[src/rtl/tstb_pkg.sv]
// ---------------------------------------------------------------------------
// tstb_pkg
// Shared types and constants of the tag session table with ack backoff.
// ---------------------------------------------------------------------------
package tstb_pkg;

   localparam int TAG_W       = 32;
   localparam int SESS_W      = 8;
   localparam int AP_ID_W     = 31;
   localparam int MOD_W       = 4;
   localparam int SLOT_W      = 4;
   localparam int BACKOFF_W   = 6;

   localparam logic [MOD_W-1:0] MOD_START = 4'd12;
   localparam logic [MOD_W-1:0] MOD_FLOOR = 4'd6;
   localparam int MOD_COUNT   = 7;
   localparam int MOD_IDX_W   = 3;
   localparam int BACKOFF_SHIFT = 2;

   // residue sweep: ap_id padded to DIGIT_W*DIGIT_STEPS bits, msb digit first
   localparam int DIGIT_W     = 4;
   localparam int DIGIT_STEPS = 8;
   localparam int SWEEP_W     = DIGIT_W * DIGIT_STEPS;
   localparam int STEP_W      = 3;

   typedef struct packed {
      logic [TAG_W-1:0]  tag_id;
      logic [SESS_W-1:0] session_id;
   } req_type;

   typedef struct packed {
      logic                 hit;
      logic                 evicted;
      logic [SLOT_W-1:0]    slot;
      logic [MOD_W-1:0]     modulus;
      logic [BACKOFF_W-1:0] backoff_units;
   } rsp_type;

   typedef struct packed {
      logic [TAG_W-1:0]  tag;
      logic [SESS_W-1:0] session;
      logic [MOD_W-1:0]  modulus;
   } entry_type;

   typedef logic [MOD_COUNT-1:0][MOD_W-1:0] residue_set_type;

   typedef enum logic [1:0] {
      ST_IDLE,
      ST_SEARCH,
      ST_COMMIT
   } state_type;

   typedef struct packed {
      logic start;
      logic read;
      logic commit;
   } dp_cmd_type;

   typedef struct packed {
      logic empty;
      logic more;
      logic match;
      logic scan_done;
   } dp_status_type;

endpackage

[src/rtl/tstb_resid.sv]
// ---------------------------------------------------------------------------
// tstb_resid
// Holds ap_id and sweeps it once per write into its residues modulo 6..12.
// ---------------------------------------------------------------------------
module tstb_resid (
   input  logic                               clock,
   input  logic                               reset,
   input  logic                               wr_en,
   input  logic [tstb_pkg::AP_ID_W-1:0]       wr_data,
   output logic                               busy,
   output tstb_pkg::residue_set_type          residues
);

   logic [tstb_pkg::SWEEP_W-1:0]  ap_ff;
   logic [tstb_pkg::SWEEP_W-1:0]  ap_in;
   logic [tstb_pkg::STEP_W-1:0]   step_ff;
   logic [tstb_pkg::STEP_W-1:0]   step_in;
   logic                          busy_ff;
   logic                          busy_in;
   tstb_pkg::residue_set_type     rem_ff;
   tstb_pkg::residue_set_type     rem_in;
   tstb_pkg::residue_set_type     rem_step;
   logic [tstb_pkg::DIGIT_W-1:0]  digit;

   assign digit = ap_ff[tstb_pkg::SWEEP_W-1 -: tstb_pkg::DIGIT_W];

   // one digit per cycle in each lane, remainder stays below the lane's modulus
   always_comb begin
      logic [tstb_pkg::MOD_W:0] t;
      logic [tstb_pkg::MOD_W:0] m;
      for (int l = 0; l < tstb_pkg::MOD_COUNT; l++) begin
         m = (tstb_pkg::MOD_W+1)'(tstb_pkg::MOD_FLOOR) + (tstb_pkg::MOD_W+1)'(l);
         t = {1'b0, rem_ff[l]};
         for (int b = tstb_pkg::DIGIT_W - 1; b >= 0; b--) begin
            t = {t[tstb_pkg::MOD_W-1:0], digit[b]};
            if (t >= m) begin
               t = t - m;
            end
         end
         rem_step[l] = t[tstb_pkg::MOD_W-1:0];
      end
   end

   always_comb begin
      ap_in   = ap_ff;
      step_in = step_ff;
      busy_in = busy_ff;
      rem_in  = rem_ff;
      priority if (wr_en) begin
         ap_in   = tstb_pkg::SWEEP_W'(wr_data);
         step_in = '0;
         busy_in = 1'b1;
         rem_in  = '0;
      end else if (busy_ff) begin
         ap_in   = ap_ff << tstb_pkg::DIGIT_W;
         step_in = step_ff + 1'b1;
         busy_in = (step_ff != tstb_pkg::STEP_W'(tstb_pkg::DIGIT_STEPS - 1));
         rem_in  = rem_step;
      end
   end

   always_ff @(posedge clock) begin
      ap_ff <= ap_in;
      if (reset) begin
         step_ff <= '0;
         busy_ff <= 1'b0;
         rem_ff  <= '0;
      end else begin
         step_ff <= step_in;
         busy_ff <= busy_in;
         rem_ff  <= rem_in;
      end
   end

   assign busy     = busy_ff;
   assign residues = rem_ff;

   a_write_starts_sweep: assert property (@(posedge clock) disable iff (reset)
      wr_en |=> busy_ff && (step_ff == '0))
      else $error("residue sweep did not restart after ap_id write");

endmodule

[src/rtl/tstb_dp.sv]
// ---------------------------------------------------------------------------
// tstb_dp
// Table memory, linear tag scan, fifo victim pointer, entry update and the
// result register.
// ---------------------------------------------------------------------------
module tstb_dp #(
   parameter int TABLE_ENTRIES = 16
) (
   input  logic                          clock,
   input  logic                          reset,
   input  tstb_pkg::dp_cmd_type          cmd,
   output tstb_pkg::dp_status_type       status,
   input  tstb_pkg::req_type             req_data,
   input  tstb_pkg::residue_set_type     residues,
   output tstb_pkg::rsp_type             rsp_data
);

   localparam int IW = (TABLE_ENTRIES > 1) ? $clog2(TABLE_ENTRIES) : 1;
   localparam int CW = $clog2(TABLE_ENTRIES + 1);
   localparam logic [CW-1:0] FULL_COUNT = CW'(TABLE_ENTRIES);
   localparam logic [IW-1:0] LAST_SLOT  = IW'(TABLE_ENTRIES - 1);

   tstb_pkg::entry_type mem [TABLE_ENTRIES];

   tstb_pkg::req_type   item_ff;
   logic [CW-1:0]       count_ff;
   logic [CW-1:0]       count_in;
   logic [CW-1:0]       scan_ff;
   logic [CW-1:0]       scan_in;
   logic [IW-1:0]       victim_ff;
   logic [IW-1:0]       victim_in;
   tstb_pkg::entry_type rd_data_ff;
   logic [IW-1:0]       rd_addr_ff;
   logic                rd_vld_ff;
   logic                rd_vld_in;
   tstb_pkg::rsp_type   rsp_ff;

   logic                      match;
   logic                      full;
   logic [IW-1:0]             wr_slot;
   tstb_pkg::entry_type       wr_entry;
   tstb_pkg::rsp_type         result;
   logic [tstb_pkg::MOD_IDX_W-1:0] res_idx;

   assign match = rd_vld_ff && (rd_data_ff.tag == item_ff.tag_id);
   assign full  = (count_ff == FULL_COUNT);

   assign status.empty     = (count_ff == '0);
   assign status.more      = (scan_ff < count_ff);
   assign status.match     = match;
   assign status.scan_done = rd_vld_ff && ((CW'(rd_addr_ff) + 1'b1) == count_ff);

   // entry written back at commit, and the result it produces
   always_comb begin
      wr_entry.tag     = item_ff.tag_id;
      wr_entry.session = item_ff.session_id;
      wr_entry.modulus = tstb_pkg::MOD_START;
      priority if (match) begin
         wr_slot = rd_addr_ff;
         if (rd_data_ff.session == item_ff.session_id) begin
            wr_entry.modulus = (rd_data_ff.modulus == tstb_pkg::MOD_FLOOR) ?
               tstb_pkg::MOD_START : rd_data_ff.modulus - 1'b1;
         end
      end else if (full) begin
         wr_slot = victim_ff;
      end else begin
         wr_slot = count_ff[IW-1:0];
      end
      res_idx = tstb_pkg::MOD_IDX_W'(wr_entry.modulus - tstb_pkg::MOD_FLOOR);
      result.hit           = match;
      result.evicted       = !match && full;
      result.slot          = tstb_pkg::SLOT_W'(wr_slot);
      result.modulus       = wr_entry.modulus;
      result.backoff_units = tstb_pkg::BACKOFF_W'({residues[res_idx],
                                                   tstb_pkg::BACKOFF_SHIFT'(0)});
   end

   always_comb begin
      count_in  = count_ff;
      victim_in = victim_ff;
      scan_in   = scan_ff;
      rd_vld_in = rd_vld_ff;
      if (cmd.start) begin
         scan_in   = '0;
         rd_vld_in = 1'b0;
      end
      if (cmd.read) begin
         scan_in   = scan_ff + 1'b1;
         rd_vld_in = 1'b1;
      end
      if (cmd.commit && !match) begin
         if (full) begin
            // replacement order is first in, first out over the slots
            victim_in = (victim_ff == LAST_SLOT) ? '0 : victim_ff + 1'b1;
         end else begin
            count_in = count_ff + 1'b1;
         end
      end
   end

   always_ff @(posedge clock) begin
      if (cmd.start) begin
         item_ff <= req_data;
      end
      if (cmd.read) begin
         rd_data_ff <= mem[scan_ff[IW-1:0]];
         rd_addr_ff <= scan_ff[IW-1:0];
      end
      if (cmd.commit) begin
         mem[wr_slot] <= wr_entry;
         rsp_ff       <= result;
      end
   end

   always_ff @(posedge clock) begin
      if (reset) begin
         count_ff  <= '0;
         victim_ff <= '0;
         scan_ff   <= '0;
         rd_vld_ff <= 1'b0;
      end else begin
         count_ff  <= count_in;
         victim_ff <= victim_in;
         scan_ff   <= scan_in;
         rd_vld_ff <= rd_vld_in;
      end
   end

   assign rsp_data = rsp_ff;

   a_count_bounded: assert property (@(posedge clock) disable iff (reset)
      count_ff <= FULL_COUNT)
      else $error("entry count beyond table size");

   a_hit_keeps_count: assert property (@(posedge clock) disable iff (reset)
      cmd.commit && match |=> $stable(count_ff) && $stable(victim_ff))
      else $error("hit changed fill count or victim pointer");

endmodule

[src/rtl/tstb_ctrl.sv]
// ---------------------------------------------------------------------------
// tstb_ctrl
// Sequencer: accept, scan the table, commit the entry and hold the result.
// ---------------------------------------------------------------------------
module tstb_ctrl (
   input  logic                     clock,
   input  logic                     reset,
   input  logic                     req_valid,
   output logic                     req_ready,
   output logic                     rsp_valid,
   input  logic                     rsp_ready,
   input  logic                     resid_busy,
   input  tstb_pkg::dp_status_type  status,
   output tstb_pkg::dp_cmd_type     cmd
);

   tstb_pkg::state_type state_ff;
   tstb_pkg::state_type state_in;
   logic                rsp_valid_ff;
   logic                rsp_valid_in;
   logic                out_free;

   assign out_free = !rsp_valid_ff || rsp_ready;

   always_comb begin
      state_in = state_ff;
      unique case (state_ff)
         tstb_pkg::ST_IDLE: begin
            if (req_valid && !resid_busy) begin
               state_in = status.empty ? tstb_pkg::ST_COMMIT : tstb_pkg::ST_SEARCH;
            end
         end
         tstb_pkg::ST_SEARCH: begin
            if (status.match || status.scan_done) begin
               state_in = tstb_pkg::ST_COMMIT;
            end
         end
         tstb_pkg::ST_COMMIT: begin
            if (out_free) begin
               state_in = tstb_pkg::ST_IDLE;
            end
         end
         default: state_in = tstb_pkg::ST_IDLE;
      endcase
   end

   always_comb begin
      req_ready  = 1'b0;
      cmd.start  = 1'b0;
      cmd.read   = 1'b0;
      cmd.commit = 1'b0;
      unique case (state_ff)
         tstb_pkg::ST_IDLE: begin
            req_ready = !resid_busy;
            cmd.start = req_valid && !resid_busy;
         end
         tstb_pkg::ST_SEARCH: begin
            // stop reading once matched so the hit entry stays in the read register
            cmd.read = status.more && !status.match;
         end
         tstb_pkg::ST_COMMIT: begin
            cmd.commit = out_free;
         end
         default: ;
      endcase
   end

   always_comb begin
      rsp_valid_in = rsp_valid_ff;
      if (rsp_valid_ff && rsp_ready) begin
         rsp_valid_in = 1'b0;
      end
      if (cmd.commit) begin
         rsp_valid_in = 1'b1;
      end
   end

   always_ff @(posedge clock) begin
      if (reset) begin
         state_ff     <= tstb_pkg::ST_IDLE;
         rsp_valid_ff <= 1'b0;
      end else begin
         state_ff     <= state_in;
         rsp_valid_ff <= rsp_valid_in;
      end
   end

   assign rsp_valid = rsp_valid_ff;

   a_accept_leaves_idle: assert property (@(posedge clock) disable iff (reset)
      req_valid && req_ready |=> state_ff != tstb_pkg::ST_IDLE)
      else $error("accepted transaction did not start work");

   a_rsp_from_commit: assert property (@(posedge clock) disable iff (reset)
      $rose(rsp_valid_ff) |-> $past(cmd.commit))
      else $error("response raised without a commit");

endmodule

[src/rtl/tag_session_table_backoff_unit.sv]
// ---------------------------------------------------------------------------
// tag_session_table_backoff_unit
// Tag table with per-session backoff modulus and fifo replacement; each
// uplink transaction returns hit, eviction, slot, modulus and ack backoff.
// ---------------------------------------------------------------------------
//  channel | ports                        | carries
//  --------+------------------------------+---------------------------------
//  req     | req_valid/req_ready/req_data | tag_id, session_id
//  rsp     | rsp_valid/rsp_ready/rsp_data | hit, evicted, slot, modulus, backoff
//  csr     | csr_valid/csr_ready/csr_data | ap_id
//
//  a miss scans every entry held (at most TABLE_ENTRIES), a hit stops at
//  the matching slot and an empty table skips the scan: the table memory
//  is scanned one entry per cycle.
//  a csr write sweeps ap_id into residues; req_ready is low during the sweep.
//  after reset the table is empty and the residues are 0, as for ap_id 0; no clearing pass.
//  a stalled rsp holds the result register; the next transaction is taken
//  and scanned meanwhile, and commits once the result has left.
// ---------------------------------------------------------------------------
module tag_session_table_backoff_unit #(
   parameter int TABLE_ENTRIES = 16
) (
   input  logic                          clock,
   input  logic                          reset,
   input  logic                          req_valid,
   output logic                          req_ready,
   input  tstb_pkg::req_type             req_data,
   output logic                          rsp_valid,
   input  logic                          rsp_ready,
   output tstb_pkg::rsp_type             rsp_data,
   input  logic                          csr_valid,
   output logic                          csr_ready,
   input  logic [tstb_pkg::AP_ID_W-1:0]  csr_data
);

   tstb_pkg::dp_cmd_type      cmd;
   tstb_pkg::dp_status_type   status;
   tstb_pkg::residue_set_type residues;
   logic                      resid_busy;

   assign csr_ready = 1'b1;

   tstb_resid u_resid (
      .clock    (clock),
      .reset    (reset),
      .wr_en    (csr_valid && csr_ready),
      .wr_data  (csr_data),
      .busy     (resid_busy),
      .residues (residues)
   );

   tstb_ctrl u_ctrl (
      .clock      (clock),
      .reset      (reset),
      .req_valid  (req_valid),
      .req_ready  (req_ready),
      .rsp_valid  (rsp_valid),
      .rsp_ready  (rsp_ready),
      .resid_busy (resid_busy),
      .status     (status),
      .cmd        (cmd)
   );

   tstb_dp #(
      .TABLE_ENTRIES (TABLE_ENTRIES)
   ) u_dp (
      .clock    (clock),
      .reset    (reset),
      .cmd      (cmd),
      .status   (status),
      .req_data (req_data),
      .residues (residues),
      .rsp_data (rsp_data)
   );

endmodule

[config.mk]
export PLATFORM = sky130hd
export DESIGN_NAME = tag_session_table_backoff_unit
export DESIGN_NICKNAME = d
export VERILOG_FILES = /design/src/rtl/tstb_pkg.sv /design/src/rtl/tstb_resid.sv /design/src/rtl/tstb_dp.sv /design/src/rtl/tstb_ctrl.sv /design/src/rtl/tag_session_table_backoff_unit.sv
export SDC_FILE = /design/constraint.sdc
export NUM_CORES = 1
export LEC_CHECK = 0
export BUFFER_PORTS_ARGS = -buffer_cell sky130_fd_sc_hd__buf_4
export CAP_MARGIN = 30
export CELL_PAD_IN_SITES_DETAIL_PLACEMENT = 0
export CELL_PAD_IN_SITES_GLOBAL_PLACEMENT = 1
export CORE_AREA = 2 2 304 306
export CTS_CLUSTER_SIZE = 24
export DETAILED_ROUTE_END_ITERATION = 7
export DIE_AREA = 0 0 306 308
export PLACE_DENSITY_LB_ADDON = 0.08
export SLEW_MARGIN = 20
export SYNTH_ARGS = -nofsm -noshare
export SYNTH_HDL_FRONTEND = slang
export SYNTH_SLANG_ARGS = --single-unit
[constraint.sdc]
create_clock -name clock -period 3.95 [get_ports clock]
set_input_delay 0.395 -clock clock [delete_from_list [all_inputs] [get_ports clock]]
set_output_delay 0.395 -clock clock [all_outputs]
set_load 0.05 [all_outputs]
==> results.json <==
{
  "run_status": "finished, final reports clean",
  "cts-htree-levels": 3,
  "tns_ns": 0,
  "routed_wl_um": 89800,
  "fp.dieH_um": 308,
  "fillCellCount": 7553,
  "relSlewSlack_pct": 47.3,
  "end_kind": "register",
  "grt_overflow": 0,
  "synth-seq-cells": 884,
  "avgSynthCellArea_sq_um": 19.1,
  "grt_setup_unrepaired": "yes",
  "finalCritPeriodShare_pct": 95.2,
  "place.gp.congestion": 0.746,
  "antenna_found_initial": 5,
  "synthCells": 1894,
  "grt_max_degree": 101,
  "drtPass1Iterations": 5,
  "clkTransAtPathRegs_ns": 0.06,
  "synth_cell_types": 92,
  "root_buffer": "clkbuf_16",
  "via_count": 19104,
  "cp_data_arrival_time_ns": 4.34,
  "seqPwrFrac_pct": 50.3,
  "vias_per_cell": 5.51,
  "switchingPower_mw": 4.59,
  "cts_tree": "built",
  "cp.required_ns": 4.52,
  "p_total_mw": 21.0,
  "drv_slew": 0,
  "cp_common_cell": "inv_1",
  "critPathBufInv": 5,
  "areaGrowthSynthToFinish_pct": 21.2,
  "synthFlopType": "edfxtp_1",
  "std_cell_rows": 111,
  "cp-start-kind": "register",
  "ys_seq_area_share_pct": 72.0,
  "max-vdd-ir-drop_mv": 0.361,
  "p_int_mw": 16.4,
  "path_delay_family": "compound AO/OA/AOI/OAI gates",
  "cts_buffers": 96,
  "final_cell_mix": "edfxtp_1, mux4_2, buf_4",
  "yosys_warnings": 0,
  "power_frac_comb_pct": 7.7,
  "final_common_cell": "edfxtp_1",
  "start_util_pct": 39.8,
  "antenna-diode-count": 0,
  "ant_nets": 0,
  "hold_class": "in -> reg",
  "synth.largest_area_cell": "edfxtp_1",
  "synth_top_area_share_pct": 69.4,
  "fin_nets": 2321,
  "portBuffers": 91,
  "synth.top_cells.by_area": "edfxtp_1, mux4_2, dfxtp_1",
  "p_leak_nw": 14.0,
  "async_flop_share_pct": 0,
  "grt_pass1_vias": 19837,
  "p_sw_share_pct": 21.8,
  "worst_pin_slew_ns": 0.770,
  "grt_pass1_wl_um": 133000,
  "die_area_sq_um": 94200,
  "numClockSinks": 884,
  "drc": 0,
  "fin_skew_ns": 0.0197,
  "slowest_delay_ns": 0.36,
  "synth-edff-count": 837,
  "slowest_stage": "a2111oi_2",
  "hold_ws_ns": 0.0496,
  "die_w_um": 306,
  "hpwl_um": 53200,
  "path_max_fanout": 4,
  "clockBufferDepth": 3,
  "min_period_ns": 3.76,
  "grt_use_total_pct": 19.3,
  "drt-initial-drc-count": 1608,
  "worstSetupPathType": "reg -> reg",
  "finalSetupViolCount": 0,
  "wire_per_inst_um": 25.9,
  "core_area_sq_um": 91000,
  "synth_area_sq_um": 36200,
  "final_util_pct": 48.2,
  "drive_gt1_share_pct": 31.9,
  "cp_cell_sequence": "inv_2 > ha_1 > nand2b_1 > a21boi_2 > nor2_2 > xnor2_2 > ha_2 > inv_1 > o21ai_2 > a31oi_2 > xnor2_1 > inv_1 > ha_1 > inv_1 > o21ai_1 > a21oi_2 > xnor2_2 > buf_4 > ha_2 > o21ai_1 > o211ai_1 > a2111oi_2 > nand3b_1",
  "fmax_ghz": 0.266,
  "ios": 95,
  "cap_violations": 0,
  "p_clk_share_pct": 42.0,
  "clk_latency_ns": 0.65,
  "powerDensity_nw_per_um2": 479,
  "hold_viol": 0
}
[logic make-up after synthesis]
family | Yosys count | synth area share (%)
buffers and inverters | 136 | 1.48
XOR/XNOR | 68 | 1.65
multiplexers | 282 | 15.5
AND/OR/NAND/NOR | 277 | 3.90
AO/OA/AOI/OAI | 208 | 4.11
flip-flops | 884 | 72.0
adder cells (fa/ha/maj) | 37 | 1.28
other | 2 | 0.0207
[synth_stat cells (6+ instances only)]
library cell and count:
or3_1 8, a21o_1 11, and2_1 13, o31ai_1 8
clkbuf_1 63, xnor2_1 50, dfxtp_1 47, o21ai_0 38
mux2_2 34, nand4_1 14, buf_1 22, nand3_1 29
a31oi_1 6, nor3_1 9, nand3b_1 7, ha_1 37
a21oi_1 43, mux2i_1 27, and3_1 7, xor2_1 18
nor4_1 12, nor2b_1 10, o211ai_1 9, nor2_1 75
a211oi_1 8, nand2b_1 12, mux4_2 220, edfxtp_1 837
nand2_1 55, o31a_1 8, inv_1 38
[routing by layer]
| layer | routed length (um) | track usage [%] |
|---|---|---|
| met1 | 41300 | 27.8 |
| met5 | 7 | 0 |
| met3 | 4140 | 3.12 |
| met2 | 43100 | 31.0 |
| met4 | 1300 | 4.62 |
[power by group through the flow]
| stage | Clock, mW | Sequential [mW] | Combinational, mW |
|---|---|---|---|
| 6_report | 8.82 | 10.6 | 1.61 |
| 5_1_grt | 9.43 | 10.6 | 1.77 |
| 4_1_cts | 9.06 | 10.6 | 1.56 |
| 3_5_place_dp | 0 | 10.8 | 1.51 |
| 3_3_place_gp | 0 | 10.8 | 1.47 |
| 2_1_floorplan | 0 | 10.8 | 0.918 |
[final timing paths]
kind	cells past startpoint	slack, ns	startpoint	endpoint
worst max-delay path	23	0.19	u_resid.residues[17]$_SDFFE_PP0P_	u_resid.residues[17]$_SDFFE_PP0P_
worst min register to register	1	0.49	u_resid.residues[11]$_SDFFE_PP0P_	u_resid.residues[11]$_SDFFE_PP0P_
worst max register to register	23	0.19	u_resid.residues[17]$_SDFFE_PP0P_	u_resid.residues[17]$_SDFFE_PP0P_
worst min-delay path	2	0.05	csr_data[2]	u_resid.ap_ff[2]$_SDFFCE_PN0P_
[state kept, by name, indices dropped and copies added, names as in the netlist, 2 cells and up]
| name | count |
|---|---|
| u_dp.mem | 704 |
| u_dp.rd_data_ff | 44 |
| u_dp.item_ff | 40 |
| u_dp.rsp_data | 14 |
| u_dp.rd_addr_ff | 4 |
| u_resid.step_ff | 3 |
| u_resid.ap_ff | 32 |
| u_dp.count_ff | 5 |
| u_dp.victim_ff | 4 |
| u_ctrl.state_ff | 2 |
| u_dp.scan_ff | 5 |
| u_resid.residues | 24 |
[cell type report]
class                           count  area, sq um  share of cell area, %
Sequential cell                   884        26100                   59.5
Multi-Input combinational cell    875         9870                   22.5
Timing Repair Buffer              309         3160                   7.21
Clock buffer                      122         2580                   5.89
Tap cell                         1186         1480                   3.38
Clock inverter                     48          503                   1.15
Inverter                           42          158                  0.359
[metrics by stage]
step / cell area (sq um) / std cells / setup WS (ns)
3_5_place_dp: 40100 / 3250 / -0.0417
2_1_floorplan: 36200 / 1895 / -0.441
6_report: 43900 / 3466 / 0.188
4_1_cts: 43700 / 3463 / -0.00687
3_3_place_gp: 40100 / 3249 / 0.0468
5_1_grt: 43900 / 3466 / -0.0950
[timing repair]
action / CTS / global route
endpoints found under the hold margin: 43 / 0
pin swaps: 0 / 11
setup endpoints to repair: 3 / 21
gates resized for setup: 3 / 42
gates cloned: 0 / 0
hold buffers: 43 / 0
setup buffers: 0 / 2
Power figures use the tool's default switching activity.
